==> src/sv/slisd_pkg.sv <==
`default_nettype none

package slisd_pkg;

  // Number of cells in the chain.
  localparam int CAPACITY = 16;

  // Width of the internal occupancy counter, able to hold CAPACITY itself.
  localparam int CNT_W = $clog2(CAPACITY + 1);

  // Fixed field widths on the ports.
  localparam int VAL_W       = 32;
  localparam int OP_W        = 2;
  localparam int STATUS_W    = 2;
  localparam int OUT_CNT_W   = 5;
  localparam int IN_TDATA_W  = 32;
  localparam int OUT_TDATA_W = 16;
  localparam int OUT_PAD_W   = OUT_TDATA_W - 2 * OUT_CNT_W;

  // The match vector is counted eight bits a cycle.
  localparam int GRP_BITS = 8;
  localparam int NGRP     = (CAPACITY + GRP_BITS - 1) / GRP_BITS;
  localparam int EQ_W     = NGRP * GRP_BITS;
  localparam int GRP_W    = $clog2(NGRP + 1);
  localparam int POP_W    = $clog2(GRP_BITS + 1);

  typedef enum logic [OP_W-1:0] {
    OP_INSERT = 2'd0,
    OP_SEARCH = 2'd1,
    OP_DELETE = 2'd2,
    OP_RSVD   = 2'd3
  } op_t;

  typedef enum logic [STATUS_W-1:0] {
    ST_OK        = 2'd0,
    ST_FULL      = 2'd1,
    ST_NOT_FOUND = 2'd2,
    ST_EMPTY     = 2'd3
  } status_t;

  typedef enum logic [1:0] {
    S_IDLE  = 2'd0,
    S_EXEC  = 2'd1,
    S_COUNT = 2'd2,
    S_DONE  = 2'd3
  } state_t;

  // Command broadcast to every cell of the chain.
  typedef struct packed {
    logic                    ins_en;
    logic                    del_en;
    logic signed [VAL_W-1:0] key;
  } cell_cmd_t;

endpackage

`default_nettype wire

==> src/sv/slisd_cell.sv <==
`default_nettype none

module slisd_cell (
  input  wire logic                               clk,
  input  wire slisd_pkg::cell_cmd_t               cmd,
  input  wire logic                               occ,
  input  wire logic                               left_lt,
  input  wire logic                               left_occ,
  input  wire logic signed [slisd_pkg::VAL_W-1:0] left_val,
  input  wire logic signed [slisd_pkg::VAL_W-1:0] right_val,
  input  wire logic                               hit_in,
  output logic signed [slisd_pkg::VAL_W-1:0]      val,
  output logic                                    lt,
  output logic                                    eq,
  output logic                                    hit_out
);

  logic signed [slisd_pkg::VAL_W-1:0] val_r;
  logic signed [slisd_pkg::VAL_W-1:0] val_nxt;
  logic                               take_new;
  logic                               shift_up;
  logic                               shift_down;

  // Compare the held entry against the broadcast key.
  always_comb begin
    lt      = occ && (val_r < cmd.key);
    eq      = occ && (val_r == cmd.key);
    hit_out = hit_in | eq;
    val     = val_r;
  end

  // An insert lands in the first cell not below the key; cells above it
  // take their left neighbor. A delete pulls the right neighbor into every
  // cell at or above the first match.
  always_comb begin
    take_new   = cmd.ins_en && !lt && left_lt;
    shift_up   = cmd.ins_en && !left_lt && left_occ;
    shift_down = cmd.del_en && hit_out;
    val_nxt    = val_r;
    if (take_new) begin
      val_nxt = cmd.key;
    end else if (shift_up) begin
      val_nxt = left_val;
    end else if (shift_down) begin
      val_nxt = right_val;
    end
  end

  always_ff @(posedge clk) begin
    val_r <= val_nxt;
  end

endmodule

`default_nettype wire

==> src/sv/sorted_list_insert_search_delete.sv <==
`default_nettype none

// Sorted list of up to CAPACITY signed 32-bit values held in a chain of
// cells, ascending from cell 0. An input beat carries the operation in
// in_tuser and the value or key in in_tdata: insert, count the entries equal
// to the key, or delete one such entry. Each beat gives exactly one result
// beat with the status in out_tuser and the match count and occupancy after
// the operation in out_tdata. One item is handled at a time: after the
// accepting edge comes an execute state in which every cell compares and
// shifts in parallel, then a count state in which the match vector is
// counted eight bits a cycle, then the result beat is offered; the next
// item is taken only once that result beat has been accepted. Entry contents
// are not reset; only cells below the occupancy are ever looked at.
module sorted_list_insert_search_delete (
  input  wire logic                               clk,
  input  wire logic                               rst_n,
  input  wire logic                               in_tvalid,
  output logic                                    in_tready,
  input  wire logic [slisd_pkg::IN_TDATA_W-1:0]   in_tdata,   // [31:0] value
  input  wire logic [slisd_pkg::OP_W-1:0]         in_tuser,   // [1:0] op
  output logic                                    out_tvalid,
  input  wire logic                               out_tready,
  output logic [slisd_pkg::OUT_TDATA_W-1:0]       out_tdata,  // [4:0] match_count,
                                                              // [9:5] occupancy
  output logic [slisd_pkg::STATUS_W-1:0]          out_tuser   // [1:0] status
);

  localparam int N = slisd_pkg::CAPACITY;

  slisd_pkg::state_t                   state_r;
  slisd_pkg::state_t                   state_nxt;
  slisd_pkg::op_t                      op_r;
  logic signed [slisd_pkg::VAL_W-1:0]  key_r;
  logic [slisd_pkg::CNT_W-1:0]         count_r;
  logic [slisd_pkg::CNT_W-1:0]         count_nxt;
  slisd_pkg::status_t                  status_r;
  slisd_pkg::status_t                  status_nxt;
  logic [slisd_pkg::EQ_W-1:0]          eq_vec_r;
  logic [slisd_pkg::EQ_W-1:0]          eq_vec_nxt;
  logic [slisd_pkg::CNT_W-1:0]         match_r;
  logic [slisd_pkg::CNT_W-1:0]         match_nxt;
  logic [slisd_pkg::GRP_W-1:0]         grp_r;
  logic [slisd_pkg::GRP_W-1:0]         grp_nxt;
  logic [slisd_pkg::POP_W-1:0]         grp_pop;

  slisd_pkg::cell_cmd_t                cmd;
  logic signed [slisd_pkg::VAL_W-1:0]  cell_val [N];
  logic [N-1:0]                        occ;
  logic [N-1:0]                        lt;
  logic [N-1:0]                        eq;
  logic [N-1:0]                        hit;
  logic                                full;
  logic                                empty;
  logic                                in_beat;
  logic                                out_beat;
  logic                                count_last;

  assign in_beat    = in_tvalid && in_tready;
  assign out_beat   = out_tvalid && out_tready;
  assign full       = (count_r == slisd_pkg::CNT_W'(N));
  assign empty      = (count_r == '0);
  assign count_last = (grp_r == slisd_pkg::GRP_W'(slisd_pkg::NGRP - 1));

  // Broadcast command, live only in the execute cycle.
  always_comb begin
    cmd.key    = key_r;
    cmd.ins_en = (state_r == slisd_pkg::S_EXEC) && (op_r == slisd_pkg::OP_INSERT) && !full;
    cmd.del_en = (state_r == slisd_pkg::S_EXEC) && (op_r == slisd_pkg::OP_DELETE);
  end

  // Chain of cells; each sees its left and right neighbor.
  for (genvar i = 0; i < N; i++) begin : g_cell
    logic                               l_lt;
    logic                               l_occ;
    logic                               h_in;
    logic signed [slisd_pkg::VAL_W-1:0] l_val;
    logic signed [slisd_pkg::VAL_W-1:0] r_val;

    assign occ[i] = (count_r > slisd_pkg::CNT_W'(i));

    if (i == 0) begin : g_first
      assign l_lt  = 1'b1;
      assign l_occ = 1'b0;
      assign h_in  = 1'b0;
      assign l_val = key_r;
    end else begin : g_inner
      assign l_lt  = lt[i-1];
      assign l_occ = occ[i-1];
      assign h_in  = hit[i-1];
      assign l_val = cell_val[i-1];
    end

    if (i == N - 1) begin : g_last
      assign r_val = cell_val[i];
    end else begin : g_mid
      assign r_val = cell_val[i+1];
    end

    slisd_cell u_cell (
      .clk       (clk),
      .cmd       (cmd),
      .occ       (occ[i]),
      .left_lt   (l_lt),
      .left_occ  (l_occ),
      .left_val  (l_val),
      .right_val (r_val),
      .hit_in    (h_in),
      .val       (cell_val[i]),
      .lt        (lt[i]),
      .eq        (eq[i]),
      .hit_out   (hit[i])
    );
  end

  // Population count of the lowest group of the match vector.
  always_comb begin
    grp_pop = '0;
    for (int b = 0; b < slisd_pkg::GRP_BITS; b++) begin
      grp_pop = grp_pop + slisd_pkg::POP_W'(eq_vec_r[b]);
    end
  end

  // Next state.
  always_comb begin
    state_nxt = state_r;
    case (state_r)
      slisd_pkg::S_IDLE: begin
        if (in_beat) begin
          state_nxt = slisd_pkg::S_EXEC;
        end
      end
      slisd_pkg::S_EXEC: begin
        state_nxt = slisd_pkg::S_COUNT;
      end
      slisd_pkg::S_COUNT: begin
        if (count_last) begin
          state_nxt = slisd_pkg::S_DONE;
        end
      end
      slisd_pkg::S_DONE: begin
        if (out_beat) begin
          state_nxt = slisd_pkg::S_IDLE;
        end
      end
      default: begin
        state_nxt = slisd_pkg::S_IDLE;
      end
    endcase
  end

  // Handshake outputs.
  always_comb begin
    in_tready  = (state_r == slisd_pkg::S_IDLE);
    out_tvalid = (state_r == slisd_pkg::S_DONE);
    out_tuser  = status_r;
    out_tdata  = {{slisd_pkg::OUT_PAD_W{1'b0}},
                  slisd_pkg::OUT_CNT_W'(count_r),
                  slisd_pkg::OUT_CNT_W'(match_r)};
  end

  // Occupancy, status, match vector and the counting sweep.
  always_comb begin
    count_nxt  = count_r;
    status_nxt = status_r;
    eq_vec_nxt = eq_vec_r;
    match_nxt  = match_r;
    grp_nxt    = grp_r;
    case (state_r)
      slisd_pkg::S_EXEC: begin
        eq_vec_nxt = '0;
        match_nxt  = '0;
        grp_nxt    = '0;
        status_nxt = slisd_pkg::ST_OK;
        case (op_r)
          slisd_pkg::OP_INSERT: begin
            if (full) begin
              status_nxt = slisd_pkg::ST_FULL;
            end else begin
              count_nxt = count_r + slisd_pkg::CNT_W'(1);
            end
          end
          slisd_pkg::OP_SEARCH: begin
            if (empty) begin
              status_nxt = slisd_pkg::ST_EMPTY;
            end else if (!hit[N-1]) begin
              status_nxt = slisd_pkg::ST_NOT_FOUND;
            end else begin
              eq_vec_nxt = slisd_pkg::EQ_W'(eq);
            end
          end
          slisd_pkg::OP_DELETE: begin
            if (empty) begin
              status_nxt = slisd_pkg::ST_EMPTY;
            end else if (!hit[N-1]) begin
              status_nxt = slisd_pkg::ST_NOT_FOUND;
            end else begin
              count_nxt = count_r - slisd_pkg::CNT_W'(1);
            end
          end
          default: begin
            status_nxt = slisd_pkg::ST_OK;
          end
        endcase
      end
      slisd_pkg::S_COUNT: begin
        match_nxt  = match_r + slisd_pkg::CNT_W'(grp_pop);
        eq_vec_nxt = eq_vec_r >> slisd_pkg::GRP_BITS;
        grp_nxt    = grp_r + slisd_pkg::GRP_W'(1);
      end
      default: begin
        count_nxt = count_r;
      end
    endcase
  end

  // Control registers.
  always_ff @(posedge clk) begin
    if (!rst_n) begin
      state_r <= slisd_pkg::S_IDLE;
      count_r <= '0;
    end else begin
      state_r <= state_nxt;
      count_r <= count_nxt;
    end
  end

  // Item and result registers.
  always_ff @(posedge clk) begin
    if (in_beat) begin
      op_r  <= slisd_pkg::op_t'(in_tuser);
      key_r <= in_tdata;
    end
    status_r <= status_nxt;
    eq_vec_r <= eq_vec_nxt;
    match_r  <= match_nxt;
    grp_r    <= grp_nxt;
  end

  // The list never holds more than its capacity.
  a_count_bound: assert property (@(posedge clk) disable iff (!rst_n)
    count_r <= slisd_pkg::CNT_W'(N))
    else $error("occupancy above capacity");

  // One item at a time: no new beat while a result is offered.
  a_one_at_a_time: assert property (@(posedge clk) disable iff (!rst_n)
    !(in_tready && out_tvalid))
    else $error("input ready while result pending");

  // An insert into a list with room grows it by exactly one.
  a_insert_grows: assert property (@(posedge clk) disable iff (!rst_n)
    (state_r == slisd_pkg::S_EXEC && op_r == slisd_pkg::OP_INSERT && !full)
    |=> count_r == $past(count_r) + slisd_pkg::CNT_W'(1))
    else $error("insert did not grow the list");

  // A nonzero match count comes only with an ok status.
  a_match_ok: assert property (@(posedge clk) disable iff (!rst_n)
    (out_tvalid && match_r != '0) |-> status_r == slisd_pkg::ST_OK)
    else $error("matches reported with a failing status");

endmodule

`default_nettype wire

==> config.mk <==
export PLATFORM = sky130hd
export DESIGN_NAME = sorted_list_insert_search_delete
export DESIGN_NICKNAME = d
export VERILOG_FILES = /design/src/sv/slisd_pkg.sv /design/src/sv/slisd_cell.sv /design/src/sv/sorted_list_insert_search_delete.sv
export SDC_FILE = /design/constraint.sdc
export NUM_CORES = 2
export LEC_CHECK = 0
export BUFFER_PORTS_ARGS = -buffer_cell sky130_fd_sc_hd__buf_2
export CORE_MARGIN = 3
export CORE_UTILIZATION = 45
export CTS_CLUSTER_DIAMETER = 100
export CTS_CLUSTER_SIZE = 10
export DETAILED_ROUTE_END_ITERATION = 10
export PLACE_DENSITY_LB_ADDON = 0.2
export SLEW_MARGIN = 0
export SYNTH_ARGS = -nofsm -noshare
export SYNTH_HDL_FRONTEND = slang
export SYNTH_SLANG_ARGS = --single-unit
==> constraint.sdc <==
create_clock -name clk -period 13.9 [get_ports clk]
set_input_delay 2.085 -clock clk [delete_from_list [all_inputs] [get_ports clk]]
set_output_delay 2.085 -clock clk [all_outputs]
set_load 0.01 [all_outputs]
Word-level counts from Yosys, hierarchy flattened
Cells that the tools add are included.
- latch bits: 0
- bits in registers: 578
- RAM bits: 0
- ROM bits: 0
- bits of input ports: 38
- memories kept: 0
- output and inout bits: 20
- multiply operators: 0
- order comparisons: 32
- div/mod/pow operators: 0
- shift-type cells: 0
- equality and inequality tests: 29
- reductions and logical operators: 139
- add/sub/neg operators: 11
- bitwise gates (word level): 15
- muxes and demuxes: 64
- operator list (operator ; number):
    $mux W32 ; 46
    $eq A32 B32 Y1 ; 16
    $lt A32 B32 Y1 ; 16
    $logic_and A1 B1 Y1 ; 98
    $mux W16 ; 3
    $reduce_bool A3 Y1 ; 14
    $gt A5 B4 Y1 const B ; 8
    $pmux W16 S2 ; 1
    $gt A5 B3 Y1 const B ; 4
    $pmux W5 S2 ; 2
    $logic_not A1 Y1 ; 17
    $add A4 B1 Y4 ; 4
    $mux W5 ; 3
    $or A1 B1 Y1 ; 15
    $gt A5 B1 Y1 const B ; 2
    $gt A5 B2 Y1 const B ; 2
    $mux W2 ; 5
    $pmux W2 S2 ; 2
    $pmux W2 S4 ; 1
    $reduce_bool A2 Y1 ; 4
    $eq A2 B1 Y1 const B ; 3
    $eq A2 B2 Y1 const B ; 3
    $ne A2 B1 Y1 const B ; 3
    $ne A2 B2 Y1 const B ; 3
    14 further kinds ; 15

Logic depth before layout (Yosys ltp)
- word-level depth: 21
- mapped depth: 14
- mapped depth without buffers: 11

By module
A second synthesis with hierarchy kept.
- cells, all modules: 3818
- area total of the unflattened synthesis: 43658.1 sq um
- modules (own cells, without submodules) (module ; area an instance (sq um) ; cells an instance ; seq. area each (sq um) ; instances):
    slisd_cell (g_cell[0].u_cell ...) ; 2531.2 ; 224 ; 960.9 ; 15
    sorted_list_insert_search_delete ; 3096.7 ; 232 ; 1911.8 ; 1
    slisd_cell (g_cell[15].u_cell) ; 2593.7 ; 226 ; 960.9 ; 1

Worst setup path after synthesis
No wires, ideal clock.
- path kind: flip-flop to flip-flop
- start: reg key_r, in the netlist g_cell[0].l_val[28]
- end: reg g_cell[15].u_cell.val_r, in the netlist g_cell[15].u_cell.val[0], enable pin
- clock period less this slack: 5.240 ns
- arrival time: 4.770 ns
- setup slack: 8.660 ns
- setup time: 0.470 ns
- stages on the path, launching flop included: 11
- cell sequence: edfxtp_1 > inv_1 > ha_1 > nand4_1 > or4_1 > nor3_1 > o21ai_0 > o21ai_1 > or4b_2 > nand2_1 > a211oi_1
- word-level cells in the longest chain between the ends: 6
- elaborated cells between the ends (all ways): 11
- classes of those cells: order compare: 2; reduce/logical: 9
- RTL lines (what ; line ; text):
    from (decl) ; sorted_list_insert_search_delete.sv:33 ; logic signed [slisd_pkg::VAL_W-1:0] key_r;
    from (signal assigned) ; sorted_list_insert_search_delete.sv:231 ; key_r <= in_tdata;
    $lt A32 B32 Y1 ; slisd_cell.sv:26 ; lt = occ && (val_r < cmd.key);
    $logic_and A1 B1 Y1 ; slisd_cell.sv:26 ;
    $logic_not A1 Y1 (on tied branches) ; slisd_cell.sv:37, slisd_cell.sv:36 ;
    $logic_and A1 B1 Y1 (on tied branches) (2 in a row) ; slisd_cell.sv:37, slisd_cell.sv:36 ;
    $reduce_bool A2 Y1 (no source line) * ; - ;
    to (signal assigned) ; slisd_cell.sv:50 ; val_r <= val_nxt;
    to (decl) ; slisd_cell.sv:18 ; logic signed [slisd_pkg::VAL_W-1:0] val_r;
Mark *: on every way between the ends. The rest lies on a longest branch, timed or not.
A chain may end at the register's enable or synchronous reset.

Worst setup path after layout
- start: reg key_r, in the netlist g_cell[0].l_val[29]
- end: reg g_cell[12].u_cell.val_r, in the netlist g_cell[12].u_cell.val[3], enable pin
- word-level cells in the longest chain between the ends: 16
- elaborated cells between the ends (all ways): 50
- classes of those cells: order compare: 2; eq/ne: 13; bitwise: 12; reduce/logical: 23
- RTL lines (what ; line ; text):
    $eq A32 B32 Y1 ; slisd_cell.sv:27 ; eq = occ && (val_r == cmd.key);
    $logic_and A1 B1 Y1 ; slisd_cell.sv:27 ;
    $or A1 B1 Y1 (12 in a row) ; slisd_cell.sv:28 ; hit_out = hit_in | eq;
    $logic_and A1 B1 Y1 ; slisd_cell.sv:38 ; shift_down = cmd.del_en && hit_out;
    $reduce_bool A3 Y1 (no source line) * ; - ;
    to (signal assigned) ; slisd_cell.sv:50 ;
    to (decl) ; slisd_cell.sv:18 ;
Marks and branches as above.

==> results.txt <==
* Type of the worst min-delay path: flop to flop
* Cell leakage power: 17.60 nW
* Ratio of cells with drive above 1 in the final layout: 14.36%
- Once the clock tree was built, the setup fixing pass inserted 0 buffers.
* Number of antenna violations at the first check in global routing: 1
- STA classifies the critical path startpoint as a flop.
- Summed over its instances, the top area cell type makes up 42.40% of the synthesized netlist area.
* Transition time at the pin with the least slew margin: 1.304 ns
* Hold bufs inserted after CTS: 0
* Number of max-cap violations: 0
* Maximum resistive drop on vdd: 0.08447 mV
- The library cell used most frequently in the layout, excluding fill and tap cells, is sky130_fd_sc_hd__edfxtp_1.
- Entering global routing, the biggest net connects 65 pins.
- Aggregate negative setup slack: 0 ns
- Number of synthesized register bits: 578
* Area added between synthesis and finish: 8.733%
* Proportion of register bits with asynchronous set or reset after synthesis: 0%
- Peak clock frequency supported by timing: 0.1759 GHz
- Detailed routing inserted a total of 31440 vias.
* Data required time of the worst path: 14.14 ns
* Number of cell rows: 109
* # clock sinks: 578
- Prevailing post-synth register cell: sky130_fd_sc_hd__edfxtp_1
* Die boundary width: 305.8 um
* Library cells used by synthesis: 93
* Final slew viol count: 0
* Total power density per cell area: 130.9 nW/um2
- The H-tree was split into 3 levels.
- Post-CTS resize count: 0
- Antenna diode instance count: 0
- On the final layout, the worst clock skew is 0.02644 ns.
* Final std cells w/o fill: 4828
- Worst-path maximum fanout: 33
- Unrepaired setup endpoints after global routing: false
* Clock latency on the worst-skew pair: 0.63 ns
- Global routing consumed, over all layers together, 28.81% of the routing resources.
- The wire-length estimate of the detail-placed layout is 103000 um.
* Largest stage delay on the critical path: 0.79 ns
- Final hold vios: 0
- The count of buffers added on input and output ports is 51.
- The via count of the first global-routing pass was 31080.
- By instance count, the cell type seen most on the critical path is sky130_fd_sc_hd__buf_4.
* Beginning of the worst hold path: eq_vec_r[13]
* Slowest CP cell: sky130_fd_sc_hd__or3_2
- In the final design database the tool counted 4223 nets.
* Synth Warn #: 0
- CTS tree: done
- The clock passes through at most 3 buffers.
- Library cell occupying the most area in the post-synthesis netlist: sky130_fd_sc_hd__edfxtp_1
- Ranked by total cell area, the synthesized netlist is headed by sky130_fd_sc_hd__edfxtp_1, sky130_fd_sc_hd__ha_1, sky130_fd_sc_hd__mux2i_1, sky130_fd_sc_hd__a21oi_1, sky130_fd_sc_hd__o22ai_1.
* Overall overflow remaining after global route: 0
- Timing startpoint of the critical path: g_cell[0].l_val[29]
- In this run the tightest slew margin relative to its limit is 10.81%.
- Traced cell by cell, the critical path runs through inv_1, buf_4, ha_1, nand3_1, nor4_1, nand2_1, o31ai_1, mux2i_1, or3_2, and2_1, buf_4, o21ai_4, buf_4.
* Drt pass-1 iters: 5
- Die footprint: 93510 um2
* # DRC: 0
- Die height: 305.8 um
- Num ports: 58
* Iteration-0 DRC count of the detailed router: 3051
- Clock-pin slew was measured on the worst setup and hold paths at 0.05 ns.
* Minimum clock period: 5.684 ns
* CTS buffer count: 67
- Global-route wire length before repair: 204200 um
- Critical path capture point type: flop
- Of the synthesized area, sequential elements account for 42.74%.
- In this run the cell area of the synthesized design comes to 40440 um2.
- After detailed routing, the number of vias per cell comes to 6.512.
* Number of enable-type register cells in the synthesized netlist: 571
- Dividing the detail-routed wire length by the instance count gives 28.48 um.
* Number of endpoints failing setup at the final stage: 0
* Critical setup path kind: flop to flop
- After layout, the worst path uses 40.89% of the clock period.
- Worst reg2reg path startpoint: g_cell[0].l_val[29]
* Run status: completed
- Synthesized netlist cell count: 3624
- The final layout contains routed wiring with a total length of 137500 um.
* Root cell of the clock tree: sky130_fd_sc_hd__clkbuf_16
- Avg Cell Area, Syn: 11.16 um2
* Final ANT Viol Nets: 0
- For this configuration, the core starts out at a cell density of 45.55%.
* GPL Wtd Cong: 0.9621
- Placed Cells incl. Taps: 4743
- Worst path arrival time: 5.92 ns
* Most frequent cells in the layout: sky130_fd_sc_hd__edfxtp_1, sky130_fd_sc_hd__ha_1, sky130_fd_sc_hd__a21oi_1, sky130_fd_sc_hd__nor2_1, sky130_fd_sc_hd__mux2i_1
- After floorplanning, the core was sized to cover 88780 um2.
## registers in the layout, summed over array words and instances (netlist names)
name,count
eq_vec_r,16
g_cell.l_val,32
match_r,5
g_cell.u_cell.val,512
op_r,2
out_tuser,2
state_r,2
grp_r,2
count_r,5
## power by group
| part | switching, mW | leakage [nW] | internal, mW |
|---|---|---|---|
| clock | 0.728 | 0.876 | 0.888 |
| sequential | 0.0991 | 5.23 | 2.04 |
| combinational | 1.29 | 11.5 | 0.708 |
## final cells by class
class	count	area [um2]
Inverter	122	457.9
Multi-Input combinational cell	2717	21900
Sequential cell	578	17290
Clock buffer	82	1775
Clock inverter	3	21.27
Fill cell	7887	44810
Tap cell	1165	1458
Timing Repair Buffer	161	1076
## routing by layer
layer / vias up / track usage, % / part of all wire [%]
met5: - / 0 / 0
met4: 0 / 10.32 / 3.6
met3: 216 / 4.628 / 7.4
met2: 1305 / 47.78 / 47
met1: 15610 / 38.22 / 42
li1: 14310 / - / -
## cells in the mapped netlist (all sizes together) (12+ instances only)
cell     count
inv        122
edfxtp     571
a211oi      26
a21o        80
o211ai      25
buf         74
o21a        28
o221a       64
nor2       236
mux2        63
ha         533
nor2b       22
nand3       57
o22a        32
clkbuf     138
o21bai      12
a21oi      261
and2        23
a211o       13
o22ai      166
or2         70
nand2      138
nor4        19
o21ai      119
a2bb2oi    130
and3        45
nor3        36
mux2i      230
a221o       39
nand4       97
## per-stage QoR
step | hold WS (ns) | power, mW | util, % | cell area, um2 | worst slack (ns)
5_1_grt | 0.5582 | 6.045 | 49.53 | 43980 | 8.038
3_3_place_gp | 0.5133 | 4.119 | 47.50 | 42170 | 8.375
6_report | 0.5425 | 5.758 | 49.53 | 43980 | 8.216
3_5_place_dp | 0.5300 | 4.143 | 47.51 | 42180 | 8.323
4_1_cts | 0.5449 | 5.762 | 49.53 | 43980 | 8.303
2_1_floorplan | 0.4963 | 3.447 | - | 40460 | 8.660
## worst paths after layout
check,to,slack [ns],cells past startpoint
hold / removal,eq_vec_r[5],0.54,1
hold reg to reg,eq_vec_r[5],0.54,1
setup / recovery,g_cell[12].u_cell.val[3],8.22,13
setup reg to reg,g_cell[12].u_cell.val[3],8.22,13
## cell families after synthesis
logic type	Yosys count	share of synthesized area, %
xor+xnor	11	0.2382
flops	578	42.74
fa+ha+maj	538	16.74
other cells	1	0.009272
simple gates	802	10.14
mux	293	7.446
compound gates	1067	19.09
buf+inv	334	3.601
## critical path, delay by kind of cell (launching register included)
kind	cells	cell delay [ns]
simple gates	5	2.07
buf+inv	4	1.41
flops	1	0.77
compound gates	2	0.56
fa+ha+maj	1	0.31
mux	1	0.15
(Power assumes the default switching activity.)
